===== src/dmf_pkg.sv =====
// Shared constants and types for the duplicate message filter.
`default_nettype none
package dmf_pkg;
	localparam int unsigned MAX_ENTRIES = 16;
	localparam int unsigned IDX_W       = (MAX_ENTRIES > 1) ? $clog2(MAX_ENTRIES) : 1;
	localparam int unsigned CNT_W       = $clog2(MAX_ENTRIES + 1);
	localparam int unsigned KEY_W       = 32;
	localparam int unsigned TIME_W      = 32;
	localparam int unsigned IN_W        = KEY_W + TIME_W;
	localparam int unsigned OUT_W       = 8;

	typedef struct packed {
		logic             rd_en;
		logic [IDX_W-1:0] rd_addr;
		logic             key_we;
		logic             time_we;
		logic [IDX_W-1:0] wr_addr;
	} tab_req_t;

	typedef struct packed {
		logic table_full;
		logic was_inserted;
		logic is_duplicate;
	} result_t;

	typedef enum logic [2:0] {
		ST_IDLE   = 3'b001,
		ST_SEARCH = 3'b010,
		ST_UPDATE = 3'b100
	} state_t;
endpackage
`default_nettype wire


===== src/duplicate_message_filter_unit.sv =====
// Top level of the duplicate message filter: stream ports, window register, result register.
// One item at a time: an accepted item walks the key table, one entry per cycle through
// the synchronous key/time RAM read port, stopping at the first match. The search reads at
// most the current fill (up to 16 entries); then the update state offers the result, the
// result register loads once it is free, and the next item is taken back in the idle state.
// With an empty table the search is skipped: the update state follows in the cycle after acceptance.
// The result sits in an output register, so the next item is taken while it waits; a second
// result that finds that register still occupied holds the search logic and the input.
// No clearing pass after reset: only entries below the fill count are read.
`default_nettype none
module duplicate_message_filter_unit (
	input  wire logic                          clk,
	input  wire logic                          arst_n,
	input  wire logic                          s_tvalid,
	output logic                               s_tready,
	// sensor_id, sensor_type, value_type, key_byte, now_ticks
	input  wire logic [dmf_pkg::IN_W-1:0]      s_tdata,
	output logic                               m_tvalid,
	input  wire logic                          m_tready,
	// is_duplicate, was_inserted, table_full, zero padding
	output logic      [dmf_pkg::OUT_W-1:0]     m_tdata,
	input  wire logic                          cfg_we,
	input  wire logic [dmf_pkg::TIME_W-1:0]    cfg_wdata
);
	logic [dmf_pkg::TIME_W-1:0] window_q;
	dmf_pkg::tab_req_t          req;
	logic [dmf_pkg::KEY_W-1:0]  key_wdata;
	logic [dmf_pkg::TIME_W-1:0] time_wdata;
	logic [dmf_pkg::KEY_W-1:0]  key_rdata;
	logic [dmf_pkg::TIME_W-1:0] time_rdata;
	logic                       res_valid;
	logic                       res_ready;
	dmf_pkg::result_t           res;
	logic                       out_valid_q;
	dmf_pkg::result_t           out_res_q;

	always_ff @(posedge clk or negedge arst_n) begin
		if (!arst_n) begin
			window_q <= '0;
		end else if (cfg_we) begin
			window_q <= cfg_wdata;
		end
	end

	dmf_ctrl u_ctrl (
		.clk        (clk),
		.arst_n     (arst_n),
		.in_valid   (s_tvalid),
		.in_ready   (s_tready),
		.in_key     (s_tdata[dmf_pkg::KEY_W-1:0]),
		.in_now     (s_tdata[dmf_pkg::IN_W-1:dmf_pkg::KEY_W]),
		.window     (window_q),
		.req        (req),
		.key_wdata  (key_wdata),
		.time_wdata (time_wdata),
		.key_rdata  (key_rdata),
		.time_rdata (time_rdata),
		.res_valid  (res_valid),
		.res_ready  (res_ready),
		.res        (res)
	);

	dmf_ram #(
		.WIDTH (dmf_pkg::KEY_W),
		.DEPTH (dmf_pkg::MAX_ENTRIES)
	) u_key_ram (
		.clk   (clk),
		.we    (req.key_we),
		.waddr (req.wr_addr),
		.wdata (key_wdata),
		.re    (req.rd_en),
		.raddr (req.rd_addr),
		.rdata (key_rdata)
	);

	dmf_ram #(
		.WIDTH (dmf_pkg::TIME_W),
		.DEPTH (dmf_pkg::MAX_ENTRIES)
	) u_time_ram (
		.clk   (clk),
		.we    (req.time_we),
		.waddr (req.wr_addr),
		.wdata (time_wdata),
		.re    (req.rd_en),
		.raddr (req.rd_addr),
		.rdata (time_rdata)
	);

	assign res_ready = !out_valid_q || m_tready;

	always_ff @(posedge clk or negedge arst_n) begin
		if (!arst_n) begin
			out_valid_q <= 1'b0;
		end else if (res_valid && res_ready) begin
			out_valid_q <= 1'b1;
		end else if (m_tready) begin
			out_valid_q <= 1'b0;
		end
	end

	always_ff @(posedge clk) begin
		if (res_valid && res_ready) begin
			out_res_q <= res;
		end
	end

	assign m_tvalid = out_valid_q;
	assign m_tdata  = {{(dmf_pkg::OUT_W - 3){1'b0}}, out_res_q.table_full,
		out_res_q.was_inserted, out_res_q.is_duplicate};
endmodule
`default_nettype wire


===== src/dmf_ram.sv =====
// Simple dual-port RAM with one write port and one registered read port.
`default_nettype none
module dmf_ram #(
	parameter int unsigned WIDTH = 32,
	parameter int unsigned DEPTH = 16
) (
	input  wire logic                                   clk,
	input  wire logic                                   we,
	input  wire logic [((DEPTH > 1) ? $clog2(DEPTH) : 1)-1:0] waddr,
	input  wire logic [WIDTH-1:0]                       wdata,
	input  wire logic                                   re,
	input  wire logic [((DEPTH > 1) ? $clog2(DEPTH) : 1)-1:0] raddr,
	output logic      [WIDTH-1:0]                       rdata
);
	logic [WIDTH-1:0] mem [DEPTH];

	always_ff @(posedge clk) begin
		if (we) begin
			mem[waddr] <= wdata;
		end
	end

	always_ff @(posedge clk) begin
		if (re) begin
			rdata <= mem[raddr];
		end
	end
endmodule
`default_nettype wire


===== src/dmf_ctrl.sv =====
// Search and update sequencer for the key and time tables.
`default_nettype none
module dmf_ctrl (
	input  wire logic                        clk,
	input  wire logic                        arst_n,
	input  wire logic                        in_valid,
	output logic                             in_ready,
	input  wire logic [dmf_pkg::KEY_W-1:0]   in_key,
	input  wire logic [dmf_pkg::TIME_W-1:0]  in_now,
	input  wire logic [dmf_pkg::TIME_W-1:0]  window,
	output dmf_pkg::tab_req_t                req,
	output logic      [dmf_pkg::KEY_W-1:0]   key_wdata,
	output logic      [dmf_pkg::TIME_W-1:0]  time_wdata,
	input  wire logic [dmf_pkg::KEY_W-1:0]   key_rdata,
	input  wire logic [dmf_pkg::TIME_W-1:0]  time_rdata,
	output logic                             res_valid,
	input  wire logic                        res_ready,
	output dmf_pkg::result_t                 res
);
	dmf_pkg::state_t                 st_q;
	logic [dmf_pkg::CNT_W-1:0]       count_q;
	logic [dmf_pkg::CNT_W-1:0]       rd_idx_q;
	logic [dmf_pkg::CNT_W-1:0]       idx_s1;
	logic                            pend_s1;
	logic                            found_q;
	logic [dmf_pkg::IDX_W-1:0]       hit_q;
	logic [dmf_pkg::KEY_W-1:0]       key_q;
	logic [dmf_pkg::TIME_W-1:0]      now_q;
	logic [dmf_pkg::TIME_W-1:0]      last_q;
	logic [dmf_pkg::TIME_W-1:0]      elapsed;
	logic                            rd_go;
	logic                            match;
	logic                            last_idx;
	logic                            has_room;
	logic                            done;

	assign in_ready  = (st_q == dmf_pkg::ST_IDLE);
	assign rd_go     = (st_q == dmf_pkg::ST_SEARCH) && (rd_idx_q < count_q);
	assign match     = pend_s1 && (key_rdata == key_q);
	assign last_idx  = (dmf_pkg::CNT_W'(idx_s1 + dmf_pkg::CNT_W'(1)) == count_q);
	assign has_room  = (count_q < dmf_pkg::CNT_W'(dmf_pkg::MAX_ENTRIES));
	assign elapsed   = now_q - last_q;
	assign res_valid = (st_q == dmf_pkg::ST_UPDATE);
	assign done      = res_valid && res_ready;

	always_comb begin
		res.is_duplicate = found_q && (elapsed < window);
		res.was_inserted = !found_q && has_room;
		res.table_full   = !found_q && !has_room;
		req.rd_en        = rd_go;
		req.rd_addr      = rd_idx_q[dmf_pkg::IDX_W-1:0];
		req.key_we       = done && res.was_inserted;
		req.time_we      = done && (found_q || has_room);
		req.wr_addr      = found_q ? hit_q : count_q[dmf_pkg::IDX_W-1:0];
		key_wdata        = key_q;
		time_wdata       = now_q;
	end

	always_ff @(posedge clk or negedge arst_n) begin
		if (!arst_n) begin
			st_q     <= dmf_pkg::ST_IDLE;
			count_q  <= '0;
			rd_idx_q <= '0;
			pend_s1  <= 1'b0;
			found_q  <= 1'b0;
		end else begin
			unique case (st_q)
				dmf_pkg::ST_IDLE: begin
					if (in_valid) begin
						rd_idx_q <= '0;
						pend_s1  <= 1'b0;
						found_q  <= 1'b0;
						st_q     <= (count_q == '0) ? dmf_pkg::ST_UPDATE : dmf_pkg::ST_SEARCH;
					end
				end
				dmf_pkg::ST_SEARCH: begin
					if (rd_go) begin
						rd_idx_q <= dmf_pkg::CNT_W'(rd_idx_q + dmf_pkg::CNT_W'(1));
					end
					pend_s1 <= rd_go;
					if (match) begin
						found_q <= 1'b1;
						pend_s1 <= 1'b0;
						st_q    <= dmf_pkg::ST_UPDATE;
					end else if (pend_s1 && last_idx) begin
						pend_s1 <= 1'b0;
						st_q    <= dmf_pkg::ST_UPDATE;
					end
				end
				dmf_pkg::ST_UPDATE: begin
					if (done) begin
						if (res.was_inserted) begin
							count_q <= dmf_pkg::CNT_W'(count_q + dmf_pkg::CNT_W'(1));
						end
						st_q <= dmf_pkg::ST_IDLE;
					end
				end
				default: begin
					st_q <= dmf_pkg::ST_IDLE;
				end
			endcase
		end
	end

	always_ff @(posedge clk) begin
		if (in_ready && in_valid) begin
			key_q <= in_key;
			now_q <= in_now;
		end
		if (rd_go) begin
			idx_s1 <= rd_idx_q;
		end
		if (match) begin
			hit_q  <= idx_s1[dmf_pkg::IDX_W-1:0];
			last_q <= time_rdata;
		end
	end

	a_count_bound: assert property (@(posedge clk) disable iff (!arst_n)
		count_q <= dmf_pkg::CNT_W'(dmf_pkg::MAX_ENTRIES))
		else $error("entry count above table size");

	a_one_flag: assert property (@(posedge clk) disable iff (!arst_n)
		res_valid |-> $onehot0({res.is_duplicate, res.was_inserted, res.table_full}))
		else $error("more than one result flag set");

	a_count_only_on_insert: assert property (@(posedge clk) disable iff (!arst_n)
		!(done && res.was_inserted) |=> $stable(count_q))
		else $error("entry count changed without an insertion");

	a_one_item_at_a_time: assert property (@(posedge clk) disable iff (!arst_n)
		(in_valid && in_ready) |=> !in_ready)
		else $error("new item taken while one is in flight");
endmodule
`default_nettype wire

===== config.mk =====
export PLATFORM = sky130hd
export DESIGN_NAME = duplicate_message_filter_unit
export DESIGN_NICKNAME = d
export VERILOG_FILES = /design/src/dmf_pkg.sv /design/src/duplicate_message_filter_unit.sv /design/src/dmf_ram.sv /design/src/dmf_ctrl.sv
export SDC_FILE = /design/constraint.sdc
export NUM_CORES = 1
export LEC_CHECK = 0
export ABC_AREA = 1
export BUFFER_PORTS_ARGS = -buffer_cell sky130_fd_sc_hd__buf_2
export CAP_MARGIN = 20
export CORE_ASPECT_RATIO = 1.2
export CORE_MARGIN = 2
export CORE_UTILIZATION = 62
export CTS_CLUSTER_DIAMETER = 60
export CTS_CLUSTER_SIZE = 12
export DETAILED_ROUTE_END_ITERATION = 7
export PLACE_DENSITY = 0.79
export RECOVER_POWER = 50
export REMOVE_ABC_BUFFERS = 1
export SETUP_SLACK_MARGIN = 0.5
export SLEW_MARGIN = 20
export SYNTH_ARGS = -nofsm -noshare
export SYNTH_HDL_FRONTEND = slang
export SYNTH_SLANG_ARGS = --single-unit

===== constraint.sdc =====
create_clock -name clk -period 5.95 [get_ports clk]
set_clock_uncertainty 0.2 [all_clocks]
set_input_delay 0.595 -clock clk [delete_from_list [all_inputs] [get_ports clk]]
set_output_delay 0.595 -clock clk [all_outputs]
set_load 0.02 [all_outputs]

After elaboration in Yosys (flattened, before gate mapping)
Memories as Yosys holds them, arrays and structs flattened. A register that Yosys moved wholly into a read port is not among the register bits. Index checks and enable logic that the tools add are counted.

Memories: 2. Output and inout port bits: 10. Flip-flop bits (word level): 156. Logic and storage cells: 79. RAM bits: 1024. Input bits: 101.

Memories: u_key_ram.mem (words 16, width 32, read ports 1, clocked after Yosys merged registers in 1, write ports 1, line dmf_ram.sv:15) `logic [WIDTH-1:0] mem [DEPTH];`; u_time_ram.mem (words 16, width 32, read ports 1, clocked after Yosys merged registers in 1, write ports 1, line dmf_ram.sv:15).

Mux-type cells: 22. Add/subtract/negate cells: 4. Eq/ne operators: 10. Reductions and logical operators: 23. Magnitude comparators: 3.

Operator list (count): 32-bit == test (1); 32-bit < comparator (1); 32-bit subtractor (1); 5-bit by 1-bit adder with 5-bit output, second input constant (3); 3-bit two-way mux (5); 3-bit AND reduction (4); 1-bit logical AND (10); 1-bit two-way mux (10); 5-bit two-way mux (2); 5-bit one-hot mux with 2 select lines (1); 3-bit one-hot mux with 3 select lines (1); 5-bit == test (1); 5-bit zero test (1); 5-bit < comparator (1); 5-bit < comparator, second input constant (1); 4-bit two-way mux (1); 2-bit by 1-bit inequality test with 1-bit output, second input constant (2); 2-bit inequality test, second input constant (2); 1-bit one-hot mux with 2 select lines (2); 2-bit nonzero test (2); 3-bit by 1-bit == test with 1-bit output, second input constant (1); 3-bit by 2-bit == test with 1-bit output, second input constant (1); 3-bit == test, second input constant (1); 1-bit zero test (3); 3 further kinds (4).

Depth between registers and ports, before layout
Gate-level depths: netlist (run 1).

Depth after elaboration: 6. Mapped depth: 23. Gate-level depth less buffers: 23.

Cells and area by module
Synthesis (run 1) repeated with hierarchy kept, for this count alone.

Cells, all modules: 5338. Area total of the unflattened synthesis: 55547.0 um2.

Modules (own cells, without submodules): dmf_ram (instances 2, area an instance 23050.9 um2, sequential area each 16335.7 um2, cells each 2120); dmf_ctrl (instances 1, area an instance 7855.0 um2, sequential area each 3529.6 um2, cells each 948); duplicate_message_filter_unit (instances 1, area an instance 1590.3 um2, sequential area each 915.9 um2, cells each 150).

Worst setup path before layout (run 1)
Ideal clock, no wire load.

Path type: register to register. Start point: register u_ctrl.st_q[0]. End point: register u_ctrl.rd_idx_q[2] (netlist name). Library setup time: 0.269 ns. Buffers on the path: 0. Arrival time: 4.537 ns. Setup slack: 0.944 ns. Period minus slack after synthesis: 5.006 ns. Stages on the path, launching flop included: 8. Required time: 5.481 ns. Path through: dfstp_2 -> nand3_1 -> nor2_1 -> inv_1 -> nand2_4 -> nand2_2 -> xor2_1 -> nor2_1.

Cells in the longest elaborated chain, start to end: 4. Elaborated cells on any way between the ends: 8. Those cells by class: eq/ne: 4; mux: 1; reduce/logical: 3.

Ends and longest elaborated chain: start, declared (line dmf_ctrl.sv:20) `dmf_pkg::state_t st_q;`; start signal, assigned (line dmf_ctrl.sv:61) `st_q <= dmf_pkg::ST_IDLE;`; start signal, assigned (line dmf_ctrl.sv:73) `st_q <= (count_q == '0) ? dmf_pkg::ST_UPDATE : dmf_pkg::ST_SEARCH;`; start signal, assigned (line dmf_ctrl.sv:84) `st_q <= dmf_pkg::ST_UPDATE;`; 3-bit by 2-bit == test with 1-bit output (line dmf_ctrl.sv:38, dmf_ctrl.sv:67); 1-bit logical AND (line dmf_ctrl.sv:38) `assign rd_go = (st_q == dmf_pkg::ST_SEARCH) && (rd_idx_q < count_q);`; 2-bit by 1-bit inequality test with 1-bit output (no source line); 3-bit AND reduction (no source line); end signal, assigned (line dmf_ctrl.sv:78) `rd_idx_q <= dmf_pkg::CNT_W'(rd_idx_q + dmf_pkg::CNT_W'(1));`; end, declared (line dmf_ctrl.sv:22) `logic [dmf_pkg::CNT_W-1:0] rd_idx_q;`.

Parallel ways exist; a longest one is shown, timed or not. A chain may end at the register's enable or synchronous reset.

Worst setup path in the final report (run 1)
Start point: input m_tready. End point: memory u_key_ram.mem[15][10], enable pin.

Cells in the longest elaborated chain, start to end: 5.

Ends and longest elaborated chain: start, declared (line duplicate_message_filter_unit.sv:19) `input wire logic m_tready,`; 1-bit logical OR (line duplicate_message_filter_unit.sv:89) `assign res_ready = !out_valid_q || m_tready;`; 1-bit logical AND (line dmf_ctrl.sv:44) `assign done = res_valid && res_ready;`; named net u_ctrl.done (line dmf_ctrl.sv:35) `logic done;`; 1-bit logical AND (line dmf_ctrl.sv:52) `req.key_we = done && res.was_inserted;`; 1-bit two-way mux (line dmf_ram.sv:18) `if (we) begin`; 1-bit two-way mux (implied by the code) (line dmf_ram.sv:19) `mem[waddr] <= wdata;`; end, declared (line dmf_ram.sv:15).

The timed path passes the listed nets, and every way through them passes these cells.

==> run_results.csv, run 1 <==
group,metric,value,unit
power,ir_drop,0.000291,V
yosys,yosys-top-cells-area,"edfxtp_1 71%, o21ai_0 5.7%, nor2_1 4.7%",
floorplan,core,0.0807,mm²
run,max_cap_viol_count,4,
setup_path,cp_num_buf_inv,6,
clock_tree,clk_pin_slew,0.06,ns
placement,place.gp.congestion,0.963,
setup_path,crit_path_frequent_cell,"clkbuf_1",
yosys,ys_async_sr_fraction,3.86,%
finish,stdcell_area,0.0564,mm²
finish,post-route-util,69.8,%
clock_tree,worstSkewPairLatency,0.70,ns
yosys,synthesis.area,0.0506,mm²
yosys,synth.top_cells.by_count,"1196 x edfxtp_1, 640 x nor2_1, 578 x o21ai_0",
yosys,synthFlopType,"edfxtp_1",
setup_path,crit_family,"buffers and inverters",
global_routing,antenna_found_initial,3,
clock_tree,numCtsBuffers,114,
finish,diodes,0,
setup_path,reg2reg_slack,1.63,ns
floorplan,die_w,265,µm
sta,period_needed,4.47,ns
sta,finalCritPeriodShare,75.1,%
min_path,min_to,"u_ctrl.last_q[20]",
finish,area_growth,11.4,%
floorplan,core.rowCount,114,
detailed_routing,vias_per_cell,6.38,
setup_path,rr_worst_depth,8,
setup_path,path_class,"input pin to flip-flop",
setup_path,rr_endpoint,"u_key_ram.mem[15][10]",
setup_path,cpPeakStageDelay,1.50,ns
detailed_routing,drt_iter0_drc,4112,
setup_path,cp_cell_sequence,"dlygate4sd3_1 > buf_2 > or2_2 > inv_1 > nor2_1 > clkbuf_1 > nand2_1 > clkbuf_1 > nor2_4 > buf_4",
min_path,min_path_type,"flip-flop to flip-flop",
clock_tree,htree_levels,3,
finish,final_layout_size_suffix_gt1_share,7.48,%
placement,portBuffers,105,
floorplan,pin_count,111,
detailed_routing,ant_nets,0,
sta,timing.fmax,0.224,GHz
sta,grt_setup_unrepaired,"no",
status,status,"finished with violations",
yosys,synth_cell_types,49,
yosys,netlist_instances,3978,
sta,setup_viol,0,
detailed_routing,num_vias,33400,
placement,dp_hpwl,68800,µm
clock_tree,cts_sinks,1244,
yosys,yosys_warnings,0,
setup_path,cp_max_fo,20,
placement,dp_cells,4972,
floorplan,start_util,62.7,%
setup_path,startpoint,"m_tready",
clock_tree,cts.path.max_buffers,3,
finish,fin_cells,5240,
detailed_routing,first_pass_iters,6,
global_routing,grt_pass1_vias,33400,
sta,maxSlewHeadroom,-91.6,%
sta,final-max-slew-violation-count,159,
sta,worstMarginPinSlew,2.87,ns
floorplan,die_area,0.0839,mm²
clock_tree,post_cts_buffers,0,
status,violations,"capacitance limit, slew limit",
setup_path,worstPathArrival,4.68,ns
global_routing,grt_pass1_wl,194000,µm
clock_tree,root_buffer,"clkbuf_16",
detailed_routing,avgRoutedWirePerCell,24.7,µm
power,power_leakage,19.4,nW
clock_tree,cts_tree,"built",
clock_tree,post_cts_resized,0,
detailed_routing,drt_wl_total,130000,µm
sta,hold_viol_final,0,
yosys,synth_edf_count,1196,
setup_path,startpoint_type,"input pin",
yosys,yosys.area.top_type,"edfxtp_1",
setup_path,r2r-start,"u_ctrl.st_q[0]",
setup_path,cp.required,6.16,ns
yosys,seq_area_frac_synth,73.3,%
global_routing,grt_max_degree,179,
detailed_routing,route.detailed.drc,0,
yosys,yosysMostFrequentCell,"edfxtp_1",
yosys,synth_area_per_cell,12.7,µm²
setup_path,endpoint_kind,"flip-flop",
floorplan,chipHeight,317,µm
placement,place_area,0.0522,mm²
min_path,hold_depth,0,
yosys,synth_top_area_share,71.0,%
min_path,worstHoldStart,"u_time_ram.rdata[20]",
global_routing,grt-ovfl-total,0,
yosys,ys_ff_latch,1244,
power,powerDensity,371,mW/mm²
setup_path,slowest_stage,"clkbuf_1",
finish,final_nets,4315,
global_routing,gr-usage-all-layers,30.9,%
==> cell usage in the layout, fill, tap and decap left out, drive strengths merged, types with 6 or more instances in the layout <==
master       Yosys  final
clkinv           1      8
o21ai          590    590
clkbuf         136    189
xor2            22     22
nor3            16     16
xnor2           13     13
edfxtp        1196   1196
nand3          159    159
nor2           640    640
inv            202    202
o211ai          21     21
buf             83    137
o221ai         107    107
dlygate4sd3      0     99
o22ai          149    149
nand2          412    412
dfrtp           47     47
nand3b           6      6
ha              70     70
a21oi           54     54
nand4           21     21
==> where the power goes <==
part	total [mW]	switching [mW]	internal, mW
clock network	6.63	3.00	3.63
registers	10.9	0.562	10.4
logic	3.39	2.36	1.03
total	20.9	5.93	15.0
==> layer usage <==
layer	global-route usage (%)	routed length [µm]
met2	53.0	64400
met5	0	39
met1	39.1	47100
met4	15.1	6020
met3	4.46	12000
==> area by class of cell <==
type | count | area (µm²)
Timing Repair Buffer | 264 | 1960
Clock inverter | 8 | 105
Fill cell | 5276 | 24400
Sequential cell | 1244 | 37100
Multi-Input combinational cell | 2316 | 12000
Tap cell | 1044 | 1310
Clock buffer | 161 | 3110
Inverter | 203 | 790
==> state kept, by name, summed over array words and instances (netlist names), 3 cells and up <==
register,count
m_tdata,3
u_key_ram.rdata,32
u_ctrl.key_wdata,32
u_key_ram.mem,512
u_ctrl.rd_idx_q,5
u_ctrl.st_q,3
u_ctrl.time_wdata,32
u_ctrl.idx_s1,5
window_q,32
u_ctrl.last_q,32
u_time_ram.rdata,32
u_time_ram.mem,512
u_ctrl.count_q,5
u_ctrl.hit_q,4
==> metrics by stage <==
stage	hold slack (ns)	TNS (ns)	setup WS (ns)	total power [mW]
floorplan	0.0994	-1035.79	-7.74	13.2
global placement	0.200	0	2.18	14.2
detailed placement	0.205	0	2.13	14.4
CTS	0.215	0	2.08	20.9
global route	0.214	0	1.31	21.7
finish	0.209	0	1.48	20.9
==> what timing repair did <==
item	4_1_cts	5_1_grt
setup endpoints to repair	0	0
endpoints found under the hold margin	145	0
hold buffers	99	0
==> worst max-delay path by stage <==
stage	slack (ns)	endpoint	cells after the start
after floorplan	-7.74	u_ctrl.idx_s1[0]	5
after global placement	2.18	m_tdata[0]	19
after detailed placement	2.13	u_time_ram.rdata[28]	7
after CTS	2.08	u_time_ram.rdata[30]	7
after global routing	1.31	u_key_ram.mem[15][21]	10
final	1.48	u_key_ram.mem[15][10]	10
==> logic make-up after synthesis <==
kind of cell	share of synthesized area, %
fa+ha+maj	1.77
flops	73.3
xor+xnor	0.606
simple gates	10.1
buf+inv	3.56
other cells	0.00741
mux	0.0222
compound gates	10.6
(Power assumes the default switching activity.)
==> inputs of run 2 (changes only) <==
==> constraint.sdc (replaced) <==
create_clock -name clk -period 4.41 [get_ports clk]
set_clock_uncertainty 0.2 [all_clocks]
set_input_delay 0.441 -clock clk [delete_from_list [all_inputs] [get_ports clk]]
set_output_delay 0.441 -clock clk [all_outputs]
set_load 0.02 [all_outputs]
==> run 2 against run 1 <==
Against the previous run:
- the flow still finishes with violations (capacitance limit, slew limit)
- global-route usage decreased by 0.68 points
- first-iteration DRC count increased by 9.3%
- total power increased by 35%
- hold slack improved by 0.0095 ns
- critical endpoint is now u_time_ram.rdata[28]
- highest routed layer unchanged
==> run_results.csv, run 2 (synthesized netlist as in run 1, its figures left out) <==
group,metric,value,unit
setup_path,crit_path_frequent_cell,"nand3_1",
finish,final_layout_size_suffix_gt1_share,7.86,%
finish,final_common_cell,"edfxtp_1",
run,max_cap_viol_count,2,
sta,final-max-slew-violation-count,112,
setup_path,worstPathArrival,4.38,ns
setup_path,cp_cell_sequence,"inv_6 > buf_4 > o21ai_0 > o221ai_1 > nand3_1 > nand3_1",
setup_path,startpoint_type,"flip-flop",
sta,tns,0,ns
sta,maxSlewHeadroom,-52.3,%
detailed_routing,ant_nets,0,
min_path,min_path_type,"flip-flop to flip-flop",
detailed_routing,first_pass_iters,6,
floorplan,core,0.0807,mm²
setup_path,cp_num_buf_inv,2,
global_routing,antenna_found_initial,2,
detailed_routing,num_vias,33400,
clock_tree,numCtsBuffers,116,
detailed_routing,avgRoutedWirePerCell,24.1,µm
finish,layout_common_cells,"1196 x edfxtp_1, 606 x nor2_1, 578 x o21ai_0",
sta,period_needed,4.15,ns
finish,area_growth,12.1,%
global_routing,grt_max_degree,183,
clock_tree,root_buffer,"clkbuf_16",
detailed_routing,drt_wl_total,127000,µm
setup_path,cp_max_fo,96,
setup_path,cp.required,4.64,ns
detailed_routing,vias_per_cell,6.33,
power,power_leakage,19.6,nW
setup_path,cpPeakStageDelay,1.73,ns
clock_tree,cts_tree,"built",
finish,final_nets,4356,
min_path,worstHoldStart,"u_time_ram.rdata[24]",
global_routing,grt_pass1_wl,189000,µm
setup_path,endpoint_kind,"flip-flop",
setup_path,crit_family,"flip-flops",
detailed_routing,route.detailed.drc,0,
placement,place.gp.congestion,0.940,
placement,dpl_worst_slack,0.678,ns
floorplan,die_w,265,µm
clock_tree,cts.path.max_buffers,3,
placement,dp_cells,4996,
finish,reg_top3,"u_key_ram.mem: 512 flops, u_time_ram.mem: 512 flops",
sta,grt_setup_unrepaired,"no",
sta,setup_viol,0,
sta,setup_ws,0.265,ns
power,p_total,28.3,mW
clock_tree,cts_sinks,1244,
detailed_routing,drt_iter0_drc,4493,
setup_path,r2r-start,"u_ctrl.rd_idx_q[1]",
placement,dp_hpwl,67800,µm
global_routing,grt_pass1_vias,32500,
global_routing,gr-usage-all-layers,30.2,%
clock_tree,worstSkewPairLatency,0.70,ns
setup_path,path_class,"flip-flop to flip-flop",
power,powerDensity,499,mW/mm²
floorplan,pin_count,111,
floorplan,chipHeight,317,µm
sta,finalCritPeriodShare,94.0,%
clock_tree,post_cts_resized,0,
clock_tree,htree_levels,3,
floorplan,start_util,62.7,%
finish,fin_cells,5283,
placement,portBuffers,105,
clock_tree,clk_pin_slew,0.06,ns
global_routing,grt-ovfl-total,0,
setup_path,startpoint,"u_ctrl.rd_idx_q[1]",
sta,timing.fmax,0.241,GHz
floorplan,die_area,0.0839,mm²
sta,worstMarginPinSlew,2.28,ns
status,violations,"capacitance limit, slew limit",
setup_path,slowest_stage,"dfrtp_1",
status,status,"finished with violations",
power,ir_drop,0.000426,V
sta,hold_viol_final,0,
floorplan,core.rowCount,114,
==> run 2: worst paths after layout <==
path	end	slack [ns]	depth (start not counted)
min in group asynchronous	window_q[2]	0.43	2
max in group asynchronous	window_q[25]	1.57	3
worst max register to register	u_time_ram.rdata[28]	0.26	6
worst min-delay path	u_ctrl.last_q[24]	0.22	0
worst max-delay path	u_time_ram.rdata[28]	0.26	6
worst min register to register	u_ctrl.last_q[24]	0.22	0
==> run 2: metrics by stage <==
step                      hold WS, ns  cell area [µm²]  util [%]
after detailed placement        0.205            52500      65.0
after floorplan               -0.0546            49600         -
after global placement          0.202            52500      65.0
after global routing            0.223            56700      70.3
final                           0.219            56700      70.3
after CTS                      0.0916            56800      70.3
==> run 2: routing by layer <==
| metal | vias up | GRT usage [%] | share of wire, % |
|---|---|---|---|
| li1 | 14900 | - | - |
| met1 | 16200 | 39.2 | 37 |
| met2 | 1967 | 51.1 | 50 |
| met3 | 361 | 4.34 | 9.5 |
| met4 | 2 | 14.0 | 4.2 |
| met5 | - | 0 | 0.010 |
==> run 2: repair_timing <==
action                                  CTS  global route
hold buffers                             99             0
endpoints found under the setup margin    0             1
buffers inserted                          0            15
hold endpoints to repair                121             0
==> run 2: cell type report <==
cell class	count	area, µm²
sequential	1244	37100
fill	5236	24000
multi-input combinational	2316	12000
clock buffer	164	3170
timing repair buffer	303	2280
tap	1044	1310
inverter	203	790
clock inverter	8	96.3
antenna	1	2.50
==> run 2: power breakdown <==
group / leakage (nW) / internal [mW] / switching (mW) / total (mW)
logic: 6.65 / 1.47 / 3.30 / 4.77
registers: 11.4 / 14.0 / 0.606 / 14.6
clock network: 1.57 / 4.92 / 4.07 / 9.00
